### config.mk
export PLATFORM = sky130hd
export DESIGN_NAME = preemptive_priority_scheduler
export DESIGN_NICKNAME = d
export VERILOG_FILES = /design/src/hdl/pps_pkg.sv /design/src/hdl/preemptive_priority_scheduler.sv /design/src/hdl/pps_ram.sv
export VERILOG_INCLUDE_DIRS = /design/src /design/src/hdl
export SDC_FILE = /design/constraint.sdc
export NUM_CORES = 1
export LEC_CHECK = 0
export BUFFER_PORTS_ARGS = -buffer_cell sky130_fd_sc_hd__buf_2
export CORE_MARGIN = 1
export CORE_UTILIZATION = 55
export DETAILED_ROUTE_END_ITERATION = 12
export GPL_ROUTABILITY_DRIVEN = 0
export PLACE_DENSITY = 0.76
export RECOVER_POWER = 100
export SLEW_MARGIN = 20
export SYNTH_ARGS = -nofsm -noshare
export SYNTH_HDL_FRONTEND = slang
export SYNTH_SLANG_ARGS = --single-unit
### constraint.sdc
create_clock -name clk_i -period 8.1 [get_ports clk_i]
set_input_delay 0.81 -clock clk_i [delete_from_list [all_inputs] [get_ports clk_i]]
set_output_delay 0.81 -clock clk_i [all_outputs]
set_load 0.01 [all_outputs]
### src/hdl/preemptive_priority_scheduler_macros.svh
// Assertion macros for the preemptive priority scheduler.
`ifndef PREEMPTIVE_PRIORITY_SCHEDULER_MACROS_SVH
`define PREEMPTIVE_PRIORITY_SCHEDULER_MACROS_SVH

// Check a property on every rising clock edge outside reset.
`define PPS_ASSERT(lbl, prop, msg) \
  lbl: assert property (@(posedge clk_i) disable iff (!rst_ni) (prop)) else $error(msg);

// Check that a condition never holds.
`define PPS_ASSERT_NEVER(lbl, cond, msg) \
  `PPS_ASSERT(lbl, !(cond), msg)

`endif

### src/hdl/pps_pkg.sv
// Shared types and constants of the preemptive priority scheduler.
package pps_pkg;

  localparam int DEF_MAX_TASKS = 8;

  localparam int ID_W   = 8;
  localparam int PRIO_W = 8;
  localparam int TIME_W = 16;
  localparam int SLOT_W = 3;

  localparam logic CMD_LOAD = 1'b0;
  localparam logic CMD_TICK = 1'b1;

  typedef struct packed {
    logic [ID_W-1:0]   id;
    logic [PRIO_W-1:0] prio;
    logic [TIME_W-1:0] arrival;
    logic [TIME_W-1:0] burst;
    logic [TIME_W-1:0] remaining;
  } pps_entry_t;

  localparam int ENTRY_W = $bits(pps_entry_t);
  localparam int KEY_W   = PRIO_W + TIME_W + TIME_W + ID_W;

  typedef enum logic [1:0] {
    ST_IDLE,
    ST_SCAN,
    ST_FINISH
  } pps_state_e;

endpackage

### src/hdl/preemptive_priority_scheduler.sv
// Preemptive priority scheduler: task table in RAM, one slot scanned per cycle.
//
//   channel  direction  handshake                 words
//   in       input      in_valid_i / in_stall_o   load or tick command
//   out      output     out_valid_o / out_stall_i one result per tick
//
// A load is written in ST_IDLE; a tick accepted in ST_IDLE starts the read
// of slot 0, ST_SCAN then reads and compares one table slot at a time from the
// RAM port, and ST_FINISH writes back the winner and loads the result.
// The table RAM needs no clearing; per-slot valid and active flags clear on reset.
// A pending result blocks only the final cycle of the next tick; loads pass by.
module preemptive_priority_scheduler
  import pps_pkg::*;
#(
  parameter int MAX_TASKS = DEF_MAX_TASKS
) (
  input  logic              clk_i,
  input  logic              rst_ni,
  input  logic              in_valid_i,
  output logic              in_stall_o,
  input  logic              cmd_i,
  input  logic [SLOT_W-1:0] slot_i,
  input  logic [ID_W-1:0]   task_id_i,
  input  logic [PRIO_W-1:0] priority_req_i,
  input  logic [TIME_W-1:0] arrival_i,
  input  logic [TIME_W-1:0] burst_i,
  output logic              out_valid_o,
  input  logic              out_stall_i,
  output logic [TIME_W-1:0] tick_time_o,
  output logic [ID_W-1:0]   granted_id_o,
  output logic              idle_o,
  output logic              task_finished_o,
  output logic              all_done_o
);

  `include "preemptive_priority_scheduler_macros.svh"

  localparam int IDX_W = $clog2(MAX_TASKS);
  localparam logic [IDX_W-1:0] LAST_IDX = IDX_W'(MAX_TASKS - 1);

  pps_state_e state_q, state_d;
  logic [IDX_W-1:0]     cnt_q, cnt_d;
  logic [IDX_W-1:0]     win_q, win_d;
  logic                 found_q, found_d;
  pps_entry_t           best_q, best_d;
  logic [MAX_TASKS-1:0] valid_q, valid_d;
  logic [MAX_TASKS-1:0] active_q, active_d;
  logic [TIME_W-1:0]    current_time_q, current_time_d;

  logic              out_valid_q;
  logic [TIME_W-1:0] tick_time_q, tick_time_d;
  logic [ID_W-1:0]   granted_id_q, granted_id_d;
  logic              idle_q, idle_d;
  logic              task_finished_q, task_finished_d;
  logic              all_done_q, all_done_d;
  logic              out_load;

  logic             ram_we;
  logic [IDX_W-1:0] ram_waddr;
  logic [IDX_W-1:0] ram_raddr;
  pps_entry_t       wr_entry;
  logic [ENTRY_W-1:0] ram_wdata;
  logic [ENTRY_W-1:0] ram_rdata;
  pps_entry_t       rd_entry;

  logic             in_accept;
  logic             out_free;
  logic             slot_in_range;
  logic [IDX_W-1:0] slot_idx;
  logic             eligible;
  logic             better;
  logic [KEY_W-1:0] rd_key;
  logic [KEY_W-1:0] best_key;
  logic [TIME_W-1:0] new_rem;

  pps_ram #(
    .WIDTH(ENTRY_W),
    .DEPTH(MAX_TASKS)
  ) u_table (
    .clk_i  (clk_i),
    .we_i   (ram_we),
    .waddr_i(ram_waddr),
    .wdata_i(ram_wdata),
    .raddr_i(ram_raddr),
    .rdata_o(ram_rdata)
  );

  assign ram_wdata = wr_entry;
  assign rd_entry  = pps_entry_t'(ram_rdata);

  assign in_stall_o    = (state_q != ST_IDLE);
  assign in_accept     = in_valid_i && !in_stall_o;
  assign out_free      = !out_valid_q || !out_stall_i;
  assign slot_in_range = (32'(slot_i) < MAX_TASKS);
  assign slot_idx      = IDX_W'(slot_i);

  assign rd_key   = {rd_entry.prio, rd_entry.arrival, rd_entry.burst, rd_entry.id};
  assign best_key = {best_q.prio, best_q.arrival, best_q.burst, best_q.id};
  assign eligible = active_q[cnt_q] && (rd_entry.arrival <= current_time_q);
  assign better   = !found_q || (rd_key < best_key);
  assign new_rem  = best_q.remaining - TIME_W'(1);

  always_comb begin
    state_d         = state_q;
    cnt_d           = cnt_q;
    win_d           = win_q;
    found_d         = found_q;
    best_d          = best_q;
    valid_d         = valid_q;
    active_d        = active_q;
    current_time_d  = current_time_q;
    tick_time_d     = tick_time_q;
    granted_id_d    = granted_id_q;
    idle_d          = idle_q;
    task_finished_d = task_finished_q;
    all_done_d      = all_done_q;
    out_load        = 1'b0;
    ram_we          = 1'b0;
    ram_waddr       = '0;
    ram_raddr       = '0;
    wr_entry        = best_q;

    case (state_q)
      ST_IDLE: begin
        if (in_accept) begin
          if (cmd_i == CMD_LOAD) begin
            if (slot_in_range) begin
              ram_we             = 1'b1;
              ram_waddr          = slot_idx;
              wr_entry.id        = task_id_i;
              wr_entry.prio      = priority_req_i;
              wr_entry.arrival   = arrival_i;
              wr_entry.burst     = burst_i;
              wr_entry.remaining = burst_i;
              valid_d[slot_idx]  = 1'b1;
              active_d[slot_idx] = (burst_i != '0);
            end
          end else begin
            ram_raddr = '0;
            cnt_d     = '0;
            found_d   = 1'b0;
            state_d   = ST_SCAN;
          end
        end
      end
      ST_SCAN: begin
        ram_raddr = cnt_q + IDX_W'(1);
        if (eligible && better) begin
          best_d  = rd_entry;
          win_d   = cnt_q;
          found_d = 1'b1;
        end
        if (cnt_q == LAST_IDX) begin
          state_d = ST_FINISH;
        end else begin
          cnt_d = cnt_q + IDX_W'(1);
        end
      end
      ST_FINISH: begin
        if (out_free) begin
          if (found_q) begin
            ram_we             = 1'b1;
            ram_waddr          = win_q;
            wr_entry.remaining = new_rem;
            if (new_rem == '0) begin
              active_d[win_q] = 1'b0;
            end
          end
          out_load        = 1'b1;
          tick_time_d     = current_time_q;
          granted_id_d    = found_q ? best_q.id : '0;
          idle_d          = !found_q;
          task_finished_d = found_q && (new_rem == '0);
          all_done_d      = ~|active_d;
          current_time_d  = current_time_q + TIME_W'(1);
          state_d         = ST_IDLE;
        end
      end
      default: begin
        state_d = ST_IDLE;
      end
    endcase
  end

  always_ff @(posedge clk_i or negedge rst_ni) begin
    if (!rst_ni) begin
      state_q        <= ST_IDLE;
      cnt_q          <= '0;
      found_q        <= 1'b0;
      valid_q        <= '0;
      active_q       <= '0;
      current_time_q <= '0;
      out_valid_q    <= 1'b0;
    end else begin
      state_q        <= state_d;
      cnt_q          <= cnt_d;
      found_q        <= found_d;
      valid_q        <= valid_d;
      active_q       <= active_d;
      current_time_q <= current_time_d;
      if (out_load) begin
        out_valid_q <= 1'b1;
      end else if (!out_stall_i) begin
        out_valid_q <= 1'b0;
      end
    end
  end

  always_ff @(posedge clk_i) begin
    win_q           <= win_d;
    best_q          <= best_d;
    tick_time_q     <= tick_time_d;
    granted_id_q    <= granted_id_d;
    idle_q          <= idle_d;
    task_finished_q <= task_finished_d;
    all_done_q      <= all_done_d;
  end

  assign out_valid_o     = out_valid_q;
  assign tick_time_o     = tick_time_q;
  assign granted_id_o    = granted_id_q;
  assign idle_o          = idle_q;
  assign task_finished_o = task_finished_q;
  assign all_done_o      = all_done_q;

  `PPS_ASSERT(a_tick_starts_scan, (in_accept && cmd_i == CMD_TICK) |=> (state_q == ST_SCAN), "tick did not start a scan")
  `PPS_ASSERT_NEVER(a_active_is_valid, (active_q & ~valid_q) != '0, "active flag on an empty slot")
  `PPS_ASSERT(a_time_advance, out_load |=> (current_time_q == TIME_W'($past(current_time_q) + 1)), "time did not advance with a result")
  `PPS_ASSERT_NEVER(a_idle_not_finished, out_valid_o && idle_o && task_finished_o, "idle tick reports a finished task")

endmodule

### src/hdl/pps_ram.sv
// Generic single-write, single-read RAM with registered read data.
module pps_ram #(
  parameter int WIDTH = 8,
  parameter int DEPTH = 8
) (
  input  logic                     clk_i,
  input  logic                     we_i,
  input  logic [$clog2(DEPTH)-1:0] waddr_i,
  input  logic [WIDTH-1:0]         wdata_i,
  input  logic [$clog2(DEPTH)-1:0] raddr_i,
  output logic [WIDTH-1:0]         rdata_o
);

  logic [WIDTH-1:0] mem_q [DEPTH];
  logic [WIDTH-1:0] rdata_q;

  always_ff @(posedge clk_i) begin
    if (we_i) begin
      mem_q[waddr_i] <= wdata_i;
    end
    rdata_q <= mem_q[raddr_i];
  end

  assign rdata_o = rdata_q;

endmodule
# ---- Word-level counts from Yosys, hierarchy flattened
# Memories as Yosys holds them, arrays and structs flattened. A register that Yosys moved wholly into a read port is not among the register bits.
# Index checks and enable logic that the tools add are counted.
dict set report op_classes {
  n_addsub 3
  order_cmp 7
  eq_ne 11
  muxes 51
  bitwise_logic 2
  reduce_logical 26
}
# cell n
set op_table {}
lappend op_table {{2-to-1 mux 64 bit} 2}
lappend op_table {{2-to-1 mux 8 bit} 7}
lappend op_table {{less-than comparator 48 bit} 1}
lappend op_table {{2-to-1 mux 48 bit} 1}
lappend op_table {{2-to-1 mux 16 bit} 2}
lappend op_table {{one-hot mux 16 bit (2 select lines)} 1}
lappend op_table {{2-to-1 mux 3 bit} 8}
lappend op_table {{adder 16 x 1 -> 16 bit, second input constant} 1}
lappend op_table {{<= comparator 16 bit} 1}
lappend op_table {{logical NOT 16 bit} 1}
lappend op_table {{2-to-1 mux 1 bit} 16}
lappend op_table {{one-hot mux 8 bit (2 select lines)} 1}
lappend op_table {{AND reduction 4 bit} 4}
lappend op_table {{nonzero test 16 bit} 1}
lappend op_table {{subtractor 16 x 1 -> 16 bit, second input constant} 1}
lappend op_table {{!= test 2 bit, second input constant} 7}
lappend op_table {{less-than comparator 3 x 4 -> 1 bit, second input constant} 3}
lappend op_table {{one-hot mux 3 bit (2 select lines)} 2}
lappend op_table {{bitwise AND 8 bit} 1}
lappend op_table {{bitwise mux 8 bit} 1}
lappend op_table {{2-to-1 mux 2 bit} 4}
lappend op_table {{NOT 8 bit} 1}
lappend op_table {{OR reduction 8 bit} 1}
lappend op_table {{demux 1 bit (select 3 bit)} 2}
lappend op_table {{15 further kinds} 30}
dict set report word_totals {
  ff_bits 125
  ramBits 512
  in_bits 56
  output_inout_bits 29
  elab_cells 118
  n_memories 1
}
# name words width read_ports rd_clocked_by_memory_dff write_ports line_no
set memory_table {}
lappend memory_table {u_table.mem_q 8 64 1 1 1 pps_ram.sv:14} ;# logic [WIDTH-1:0] mem_q [DEPTH];

# ---- Depth between registers and ports, before layout
dict set report depth {
  word_depth 12
  depth_mapped 12
  mapped_depth_nobuf 9
}

# ---- Modules after synthesis
# Synthesis repeated with hierarchy kept, for this count alone.
dict set report hier_totals {
  hier_cells 1568
  area_unflattened_um2 28124.5
}
# module instances cells_each area_each_um2 seq_area_each_um2
set by_module_without_submodules {}
lappend by_module_without_submodules {pps_ram 1 816 20547.2 16656.0}
lappend by_module_without_submodules {preemptive_priority_scheduler 1 752 7577.3 3598.5}

# ---- Worst setup path before layout
# Ideal clock, no wire load.
dict set report synth_timing {
  kind {register -> register}
  startpoint {register current_time_q[4]}
  endpoint {register best_q (netlist bit best_key[0]), enable pin}
  setup_ns 0.574
  t_arrival_ns 6.393
  t_required_ns 7.526
  path_slack_ns 1.133
  stages_incl_launch_ff 9
  synth_period_minus_slack_ns 6.967
  cell_sequence {dfrtp_1 -> inv_1 -> ha_1 -> or3_1 -> a221oi_1 -> a211oi_1 -> a2111oi_0 -> o211ai_1 -> nor3_1}
}
dict set report synth_via {
  elab_chain_len 4
}
# element line_no
set synth_rtl {}
lappend synth_rtl {{start, declared} preemptive_priority_scheduler.sv:48} ;# logic [TIME_W-1:0] current_time_q, current_time_d;
lappend synth_rtl {{start signal, assigned} preemptive_priority_scheduler.sv:200} ;# current_time_q <= current_time_d;
lappend synth_rtl {{<= comparator 16 bit} preemptive_priority_scheduler.sv:99} ;# assign eligible = active_q[cnt_q] && (rd_entry.arrival <= current_time_q);
lappend synth_rtl {{logical AND 1 bit} preemptive_priority_scheduler.sv:99}
lappend synth_rtl {{logical AND 1 bit} preemptive_priority_scheduler.sv:148} ;# if (eligible && better) begin
lappend synth_rtl {{AND reduction 2 bit (no line)} -}
lappend synth_rtl {{end signal, assigned} preemptive_priority_scheduler.sv:211} ;# best_q <= best_d;
lappend synth_rtl {{end, declared} preemptive_priority_scheduler.sv:45} ;# pps_entry_t best_q, best_d;
# Every way passes these cells.
# A chain may end at the register's enable or synchronous reset.

# ---- Final worst setup path
dict set report layout_timing {
  startpoint {register state_q[1]}
  endpoint {memory u_table.mem_q[4][10] (netlist name), enable pin}
}
dict set report layout_via {
  elab_chain_len 7
  word_cells_on_any_way 11
  classes_between {eq/ne (1); mux (6); reduce/logical (4)}
}
# element line_no
set layout_rtl {}
lappend layout_rtl {{start, declared} preemptive_priority_scheduler.sv:41} ;# pps_state_e state_q, state_d;
lappend layout_rtl {{start signal, assigned} preemptive_priority_scheduler.sv:195} ;# state_q <= state_d;
lappend layout_rtl {{nonzero test 2 bit} preemptive_priority_scheduler.sv:91} ;# assign in_stall_o = (state_q != ST_IDLE);
lappend layout_rtl {{logical NOT 1 bit} preemptive_priority_scheduler.sv:92} ;# assign in_accept = in_valid_i && !in_stall_o;
lappend layout_rtl {{logical AND 1 bit} preemptive_priority_scheduler.sv:92}
lappend layout_rtl {{2-to-1 mux 1 bit} preemptive_priority_scheduler.sv:125} ;# if (in_accept) begin
lappend layout_rtl {{one-hot mux 1 bit (2 select lines)} preemptive_priority_scheduler.sv:123} ;# case (state_q)
lappend layout_rtl {{2-to-1 mux 1 bit} pps_ram.sv:18} ;# if (we_i) begin
lappend layout_rtl {{2-to-1 mux 1 bit (not written as such)} pps_ram.sv:19} ;# mem_q[waddr_i] <= wdata_i;
lappend layout_rtl {{end, declared} pps_ram.sv:14}
# Parallel ways exist; a longest one is shown, timed or not.

==> run summary <==
Status - finished, violations left
Failing checks - max-capacitance violations, max-slew violations
# fillers - 3554
Critical path class - reg2reg
Synthesized area - 28000 sq um
Average size of a mapped cell - 15.2 sq um
Area Growth Syn to Fin - 11.7%
CTS max path bufs - 3
Total global-route track usage - 0.244
Cells after Synth - 1843
Synth Register Bits - 701
Pwr Density - 390 nW/um^2
CTS root buf - clkbuf_16
Rows - 82
Most common cell after layout, fill and taps aside - edfxtp_1
DRT iter0 DRCs - 1717
# hold bufs at CTS - 0
Antenna-violating nets left - 0
Max Slew Vio Count - 311
CP dominant cell by count - buf_4
Post-DP HPWL - 35300 um
TritonRoute pass-1 iters - 6
Worst EP required - 8.32 ns
Fin nets - 2056
Boundary pin count - 85
Achievable Freq - 0.175 GHz
Die Area - 51800 sq um
Routed WL - 61200 um
Main synth FF type - edfxtp_1
Hold Fails Final Rpt - 0
Clk slew on worst S/H paths - 0.06 ns
Via/cell ratio - 6.05
Max_cap viols - 11
Worst path cell trace - or2_0 > nor2_4 > buf_4 > a22o_1 > nand2b_1 > nor2_1 > buf_4
Commonest non-fill, non-tap cells in the layout - 606 x edfxtp_1, 329 x o21ai_0, 156 x nand2_1
Leakage - 10.8 nW
Post-CTS setup buffers - 0
VDD IR max - 0.000510 V
Placeable core area - 50200 sq um
Later-pin clock latency in the skew report - 0.60 ns
Register area - 20300 sq um
Asr flop ratio synth - 0.0442
Worst setup EP type - flip-flop
DRC Markers - 0
Port Buffers - 84
YS warnings - 0
Final non-filler cell area - 31300 sq um
Worst-Margin Slew - 2.89 ns
Slowest CP cell - nor2_1
Seq/Total Area, Yosys - 0.723
Final setup viols - 0
Num CTS Buffers - 70
Fin Clk Skew - 0.0214 ns
Max-slew headroom - -0.924
Vias - 16100
First-pass GRT wire length - 93800 um
Wire per inst - 23.0 um
Syn Nets - 1967
Crit Path Max Fanout - 102
Unrepaired setup endpoints after global routing - no
Area occupied by multi-input gates - 7170 sq um
Final min period - 5.72 ns
CP arrival - 5.93 ns
Post-synth EDFFs - 606
Final core occ - 0.624
Layout cells sized above 1 - 0.126
Unique masters post-synth - 70
CP Launch Type - flip-flop
Remaining Overflow, GRT - 0
Post-DP Area - 29300 sq um
Die X - 228 um
Largest net degree at the start of global routing - 194
CP max stage delay - 2.07 ns
Worst Hold Class - reg2reg
CTS tree - yes
CTS resizes - 0
Fin crit share - 0.706
Die H - 228 um
Fin Setup TNS - 0 ns
Starting Density - 0.558
Hold WS - 0.398 ns
Num Clock Sinks - 701
# H-tree levels - 3
Number of global-route vias before repair - 16300
Antenna violations before repair - 2
[registers in the layout, summed over array words and instances (netlist names)]
| signal | count |
|---|---|
| active_q | 8 |
| all_done_o | 1 |
| best_key | 48 |
| best_q | 16 |
| cnt_q | 3 |
| current_time_q | 16 |
| found_q | 1 |
| granted_id_o | 8 |
| idle_o | 1 |
| out_valid_o | 1 |
| state_q | 2 |
| task_finished_o | 1 |
| tick_time_o | 16 |
| u_table.mem_q | 512 |
| u_table.rdata_o | 64 |
| win_q | 3 |
[critical path: cells and delay by family (launching register included)]
family,cells,cell delay (ns)
and+or+nand+nor,4,2.70
buffers and inverters,2,1.68
DFF,1,0.47
AOI/OAI and AO/OA,1,0.40
[report_power, final]
group          internal [W]  switching, W  total (W)
registers           0.00495      0.000300    0.00525
logic               0.00134       0.00250    0.00384
clock network       0.00181       0.00132    0.00313
total               0.00810       0.00412     0.0122
[routing by layer]
| layer | track usage | part of all wire |
|---|---|---|
| met4 | 0.108 | 0.038 |
| met1 | 0.318 | 0.40 |
| met2 | 0.408 | 0.49 |
| met3 | 0.0388 | 0.072 |
| met5 | 0 | 0 |
[stage by stage]
stage / total power, W / setup WS (ns) / instances
2_1_floorplan: 0.00796 / 1.13 / 1843
3_3_place_gp: 0.00899 / 3.35 / 2530
3_5_place_dp: 0.00916 / 3.32 / 2532
4_1_cts: 0.0123 / 3.70 / 2662
5_1_grt: 0.0129 / 2.06 / 2662
6_report: 0.0122 / 2.38 / 2664
[Yosys cell counts, types with 21 or more instances]
cell type | number | share of area
mux2i_1 | 71 | 0.025
clkbuf_1 | 60 | 0.0080
o21ai_1 | 31 | 0.0055
a21oi_1 | 25 | 0.0045
dfrtp_1 | 31 | 0.028
edfxtp_1 | 606 | 0.65
nand2_1 | 158 | 0.021
dfxtp_1 | 64 | 0.046
nor3_1 | 21 | 0.0038
nor2_1 | 55 | 0.0074
o21ai_0 | 305 | 0.054
inv_1 | 69 | 0.0092
ha_1 | 68 | 0.030
mux4_2 | 66 | 0.053
[final timing paths]
check | start | endpoint | slack [ns] | cells after the start
hold reg to reg | u_table.rdata_o[0] | best_q[0] | 0.40 | 0
hold / removal | u_table.rdata_o[0] | best_q[0] | 0.40 | 0
setup reg to reg | state_q[1] | u_table.mem_q[4][10] | 2.38 | 7
min in group asynchronous | rst_ni | current_time_q[2] | 0.75 | 1
setup / recovery | state_q[1] | u_table.mem_q[4][10] | 2.38 | 7
max in group asynchronous | rst_ni | active_q[6] | 6.21 | 1
[cell type report]
type	count	area share
Antenna cell	2	0.000160
Clock inverter	23	0.00580
Sequential cell	701	0.647
Timing Repair Buffer	108	0.0171
Inverter	70	0.00840
Clock buffer	107	0.0653
Tap cell	672	0.0269
Multi-Input combinational cell	981	0.229
[cell families (layout without fill, tap and decap cells)]
kind of cell / count (synthesis) / count (layout) / share of synthesized area
adders and majority gates: 68 / 68 / 0.0304
other: 0 / 2 / 0
AOI/OAI and AO/OA: 434 / 434 / 0.0865
xor gates and xnor gates: 17 / 17 / 0.00532
DFF: 701 / 701 / 0.723
buffers and inverters: 161 / 308 / 0.0222
muxes: 139 / 139 / 0.0792
and+or+nand+nor: 323 / 323 / 0.0534
Power figures use the tool's default switching activity.
